File: config.mk
export PLATFORM = sky130hd
export DESIGN_NAME = tcw_addr
export DESIGN_NICKNAME = d
export VERILOG_FILES = /design/src/rtl/core/text_console_writer_defines.svh /design/src/rtl/core/tcw_addr.sv
export SDC_FILE = /design/constraint.sdc
export NUM_CORES = 1
export LEC_CHECK = 0
export BUFFER_PORTS_ARGS = -buffer_cell sky130_fd_sc_hd__buf_4
export CORE_MARGIN = 8
export CORE_UTILIZATION = 46
export DETAILED_ROUTE_END_ITERATION = 8
export PLACE_DENSITY = 0.8
export RECOVER_POWER = 50
export SYNTH_ARGS = -nofsm -noshare
export SYNTH_HDL_FRONTEND = slang
export SYNTH_SLANG_ARGS = --single-unit
File: constraint.sdc
create_clock -name vclk -period 6.5
set_input_delay 1.3 -clock vclk [all_inputs]
set_output_delay 1.3 -clock vclk [all_outputs]
set_load 0.005 [all_outputs]
File: src/rtl/core/text_console_writer_defines.svh
// ----------------------------------------------------------------------------
// text_console_writer_defines.svh
// Assertion macros shared by the console writer RTL.
// ----------------------------------------------------------------------------
`ifndef TEXT_CONSOLE_WRITER_DEFINES_SVH
`define TEXT_CONSOLE_WRITER_DEFINES_SVH

// Same-cycle implication, checked on every rising edge outside reset.
`define TCW_ASSERT_SAME(label, clk, rstn, ante, cons, msg) \
    label: assert property (@(posedge clk) disable iff (!(rstn)) (ante) |-> (cons)) \
        else $error(msg);

// Next-cycle implication, checked on every rising edge outside reset.
`define TCW_ASSERT_NEXT(label, clk, rstn, ante, cons, msg) \
    label: assert property (@(posedge clk) disable iff (!(rstn)) (ante) |=> (cons)) \
        else $error(msg);

`endif

File: src/rtl/core/tcw_addr.sv
// ----------------------------------------------------------------------------
// tcw_addr
// Maps a logical column/row to a RAM address through the rotating top row.
// ----------------------------------------------------------------------------
`timescale 1ns / 1ps
`default_nettype none

module tcw_addr #(
    parameter int unsigned COLS = 80,
    parameter int unsigned ROWS = 25,
    localparam int unsigned CW = $clog2(COLS),
    localparam int unsigned RW = $clog2(ROWS),
    localparam int unsigned AW = $clog2(COLS * ROWS)
) (
    input  wire logic [CW-1:0] col,
    input  wire logic [RW-1:0] row,
    input  wire logic [RW-1:0] top,
    output logic      [AW-1:0] addr
);

    localparam logic [RW:0]   ROWS_W = (RW + 1)'(ROWS);
    localparam logic [AW-1:0] COLS_A = AW'(COLS);

    logic [RW:0]   row_sum;
    logic [RW-1:0] phys_row;

    // physical row = (row + top) mod ROWS, both operands below ROWS
    always_comb begin
        row_sum = {1'b0, row} + {1'b0, top};
        if (row_sum >= ROWS_W) begin
            row_sum = row_sum - ROWS_W;
        end
        phys_row = row_sum[RW-1:0];
        addr     = AW'(AW'(phys_row) * COLS_A + AW'(col));
    end

endmodule

`default_nettype wire

# Yosys cells after proc, flatten, opt, wreduce, memory -nomap -nowiden
# Index checks and enable logic that the tools add are counted.
classes:
  order_cmp: 1
  mux: 1
  n_addsub: 3
  multipliers: 1
ops:
  columns: ["cell", "n"]
  rows:
  - ["$add 11x7->11", 1]
  - ["$mul 5x3->7 const B", 1]
  - ["$add 5x5->6", 1]
  - ["$ge 6x5->1 const B", 1]
  - ["$mux 5", 1]
  - ["$sub 5x5->5 const B", 1]
word_totals:
  register_bits: 0
  elab_cells: 6
  output_inout_bits: 11

# Logic depth before layout (Yosys ltp)
logic_depth:
  ltp_word: 5
  depth_mapped: 17

# Worst setup path before layout
# No wires, ideal clock.
synth_path:
  kind: "input to output"
  startpoint: "input top[0]"
  endpoint: "output addr[10]"
  required_ns: 5.200
  t_arrival_ns: 5.128
  path_slack_ns: 0.072
  path_stages: 16
  cell_sequence: "ha_1 fa_1 inv_1 ha_1 o31a_1 a41o_1 nor2_2 mux2_1 ha_1 ha_1 fa_1 nand2_1 nor2b_1 o21ai_0 a221oi_1 xnor2_1"
synth_between:
  elab_chain_len: 5
  word_cells_on_any_way: 6
synth_rtl:
  columns: ["item", "line_no", "source"]
  rows:
  - ["from (decl)", "tcw_addr.sv:17", "input wire logic [RW-1:0] top,"]
  - ["$add 5x5->6 *", "tcw_addr.sv:29", "row_sum = {1'b0, row} + {1'b0, top};"]
  - ["$sub 5x5->5 / $ge 6x5->1 (equally long branches)", "tcw_addr.sv:31, tcw_addr.sv:30", null]
  - ["$mux 5 *", "tcw_addr.sv:30", "if (row_sum >= ROWS_W) begin"]
  - ["$mul 5x3->7 *", "tcw_addr.sv:34", "addr = AW'(AW'(phys_row) * COLS_A + AW'(col));"]
  - ["$add 11x7->11 *", "tcw_addr.sv:34", null]
  - ["to (decl)", "tcw_addr.sv:18", "output logic [AW-1:0] addr"]
# Mark *: on every way between the ends. The rest lies on a longest branch, timed or not.

# Worst setup path in the final report
# Ends and elaborated chain as after synthesis.

==> impl_metrics.tcl <==
set metrics [dict create \
    dieWidth_um 53.9 \
    nClkBuffers 0 \
    ys_top_cells_by_area "ha_1, xnor2_1, fa_1" \
    path_common_cell "ha_4" \
    coreArea_mm2 0.00132 \
    powerDensity_mw_per_mm2 431 \
    rsz0062_at_grt "yes" \
    critPathLaunchType "primary input" \
    syn-num-nets 114 \
    place_ws_ns -0.282 \
    grt_pass1_wl_um 3370 \
    drtAntennaViolNets 0 \
    vias 711 \
    slowest_stage "fa_1" \
    ir_worst_vdd_mv 0.316 \
    syn_avg_cell_area_um2 8.47 \
    route.met3.wl_um 138 \
    seqCellArea_um2 0 \
    fin_crit_sh 1.00 \
    grt_max_degree 6 \
    first_global_vias 729 \
    fin_crit_ns 6.51 \
    place.gp.congestion 0.842 \
    worstSetupEndpoint "addr[10]" \
    routed.top_layer "met4" \
    synth_commonest_cells "ha_1, xnor2_1, a21oi_1" \
    buffer_ports.inserted 20 \
    initial_core_util 0.501 \
    fin_area_mm2 0.00107 \
    nNetsFinal 150 \
    area_growth_pct 61.9 \
    grt_antenna_before_repair 0 \
    drv_cap 0 \
    drv_slew 0 \
    drive_above_1_share 0.518 \
    syn_area_um2 661 \
    rows 13 \
    layout_setup_ws_ns -0.00638 \
    cp_top_family "adder cells" \
    crit_required_ns 5.20 \
    violations "negative setup slack" \
    synth_top_area_cell "ha_1" \
    dr_wl_met2_um 1110 \
    grt_overflow 0 \
    drt-met1-wl_um 858 \
    die_h_um 53.9 \
    worstMarginPinSlew_ns 0.645 \
    hold_violations 0 \
    placed_area_um2 890 \
    cp.arrival_ns 5.21 \
    dr.first_iter.drc_count 25 \
    cp.depth 19 \
    ios 28 \
    critPathBufInv 4 \
    n_antenna_cell 0 \
    setup_violations 1 \
    dieArea_mm2 0.00290 \
    vias_per_cell 5.60 \
    design.seq.count 0 \
    drc 0 \
    outcome "finished, violations left" \
    place.detailed.hpwl_um 1340 \
    syn_inst 78 \
    p_leak_nw 0.511 \
    max_freq_mhz 154 \
    slew_headroom 0.565 \
    fillers 83 \
    yosysUniqueCellTypes 30 \
    cp_slowest_stage_delay_ns 0.54 \
    post-synth-top-count-cell "ha_1" \
    crit_fanout 3 \
    ys_warn_count 0 \
    crit_path_end_kind "primary output" \
    wl_um 2160 \
    crit_chain "buf_8, ha_4, fa_1, inv_2, ha_4, o31a_1, a41o_1, o32ai_2, xnor2_1, buf_4, ha_4, ha_4, fa_1, nand2_2, nor2b_4, o21ai_2, a221oi_2, xnor2_1, buf_4" \
    grt_usage 0.146 \
    wl_per_cell_um 17.0 \
    cp-startpoint "top[0]" \
    hold_path_class "in2out" \
    path_class "in2out" \
    yosysSeqAreaShare 0 \
    yosysTopAreaCellShare 0.303 \
    dr.pass1.iters 4 \
]
-- timing repair --
item                                    CTS  global route
pin swaps                                 9             9
setup buffers                             4             2
resized for setup                        17            12
endpoints found under the setup margin    1             2
hold buffers                              0             0
gates cloned                              0             0
-- area by class of cell --
| type | instances | area, um2 | area share |
|---|---|---|---|
| Multi-Input combinational cell | 69 | 736 | 0.688 |
| Tap cell | 15 | 18.8 | 0.0175 |
| Timing Repair Buffer | 38 | 297 | 0.277 |
| Inverter | 5 | 18.8 | 0.0175 |
-- how the worst min path moves through the flow --
stage | startpoint | endpoint | cells past startpoint
finish | col[0] | addr[0] | 0
global route | col[1] | addr[1] | 0
CTS | col[0] | addr[0] | 0
detailed placement | col[0] | addr[0] | 0
global placement | col[0] | addr[0] | 0
floorplan | col[0] | addr[0] | 1
-- stage by stage --
stage / instances / total power (W) / setup TNS, ns / util / hold slack [ns]
2_1_floorplan: 78 / 0.000195 / 0 / - / 2.68
5_1_grt: 127 / 0.000507 / -0.279 / 0.812 / 2.60
6_report: 127 / 0.000461 / -0.00638 / 0.812 / 2.60
3_3_place_gp: 121 / 0.000337 / -0.168 / 0.675 / 2.60
4_1_cts: 125 / 0.000404 / 0 / 0.764 / 2.60
3_5_place_dp: 121 / 0.000343 / -0.282 / 0.675 / 2.60
-- placed cells by master, fill, tap and decap left out, types with 2 or more instances in the layout --
master / count
fa_1: 3
ha_1: 10
o21ai_1: 2
xor2_1: 2
o21ai_0: 2
a21oi_1: 6
nand2_1: 2
a211o_1: 3
buf_4: 36
a21o_1: 2
inv_2: 2
inv_1: 3
ha_4: 5
xnor2_1: 8
nor2b_1: 2
-- layer usage --
layer / global-route usage / vias to the layer above
met3: 0.0165 / 4
met5: 0 / -
li1: - / 354
met4: 0.0168 / 0
met1: 0.171 / 335
met2: 0.282 / 18
-- kinds of logic (layout without fill, tap and decap cells) --
family / count (synthesis) / after routing / share of synthesized area
xor gates and xnor gates: 10 / 10 / 0.133
muxes: 2 / 2 / 0.0379
AOI/OAI and AO/OA: 23 / 23 / 0.239
adders and majority gates: 19 / 19 / 0.394
and+or+nand+nor: 15 / 15 / 0.123
buffers and inverters: 9 / 43 / 0.0739
-- power breakdown --
part / total (W) / leakage [nW] / internal, W / switching, W
sequential: 0 / 0 / 0 / 0
combinational: 0.000461 / 0.511 / 0.000263 / 0.000198
clock: 0 / 0 / 0 / 0
total: 0.000461 / 0.511 / 0.000263 / 0.000198
No activity file was read; power rests on OpenSTA's default activity.
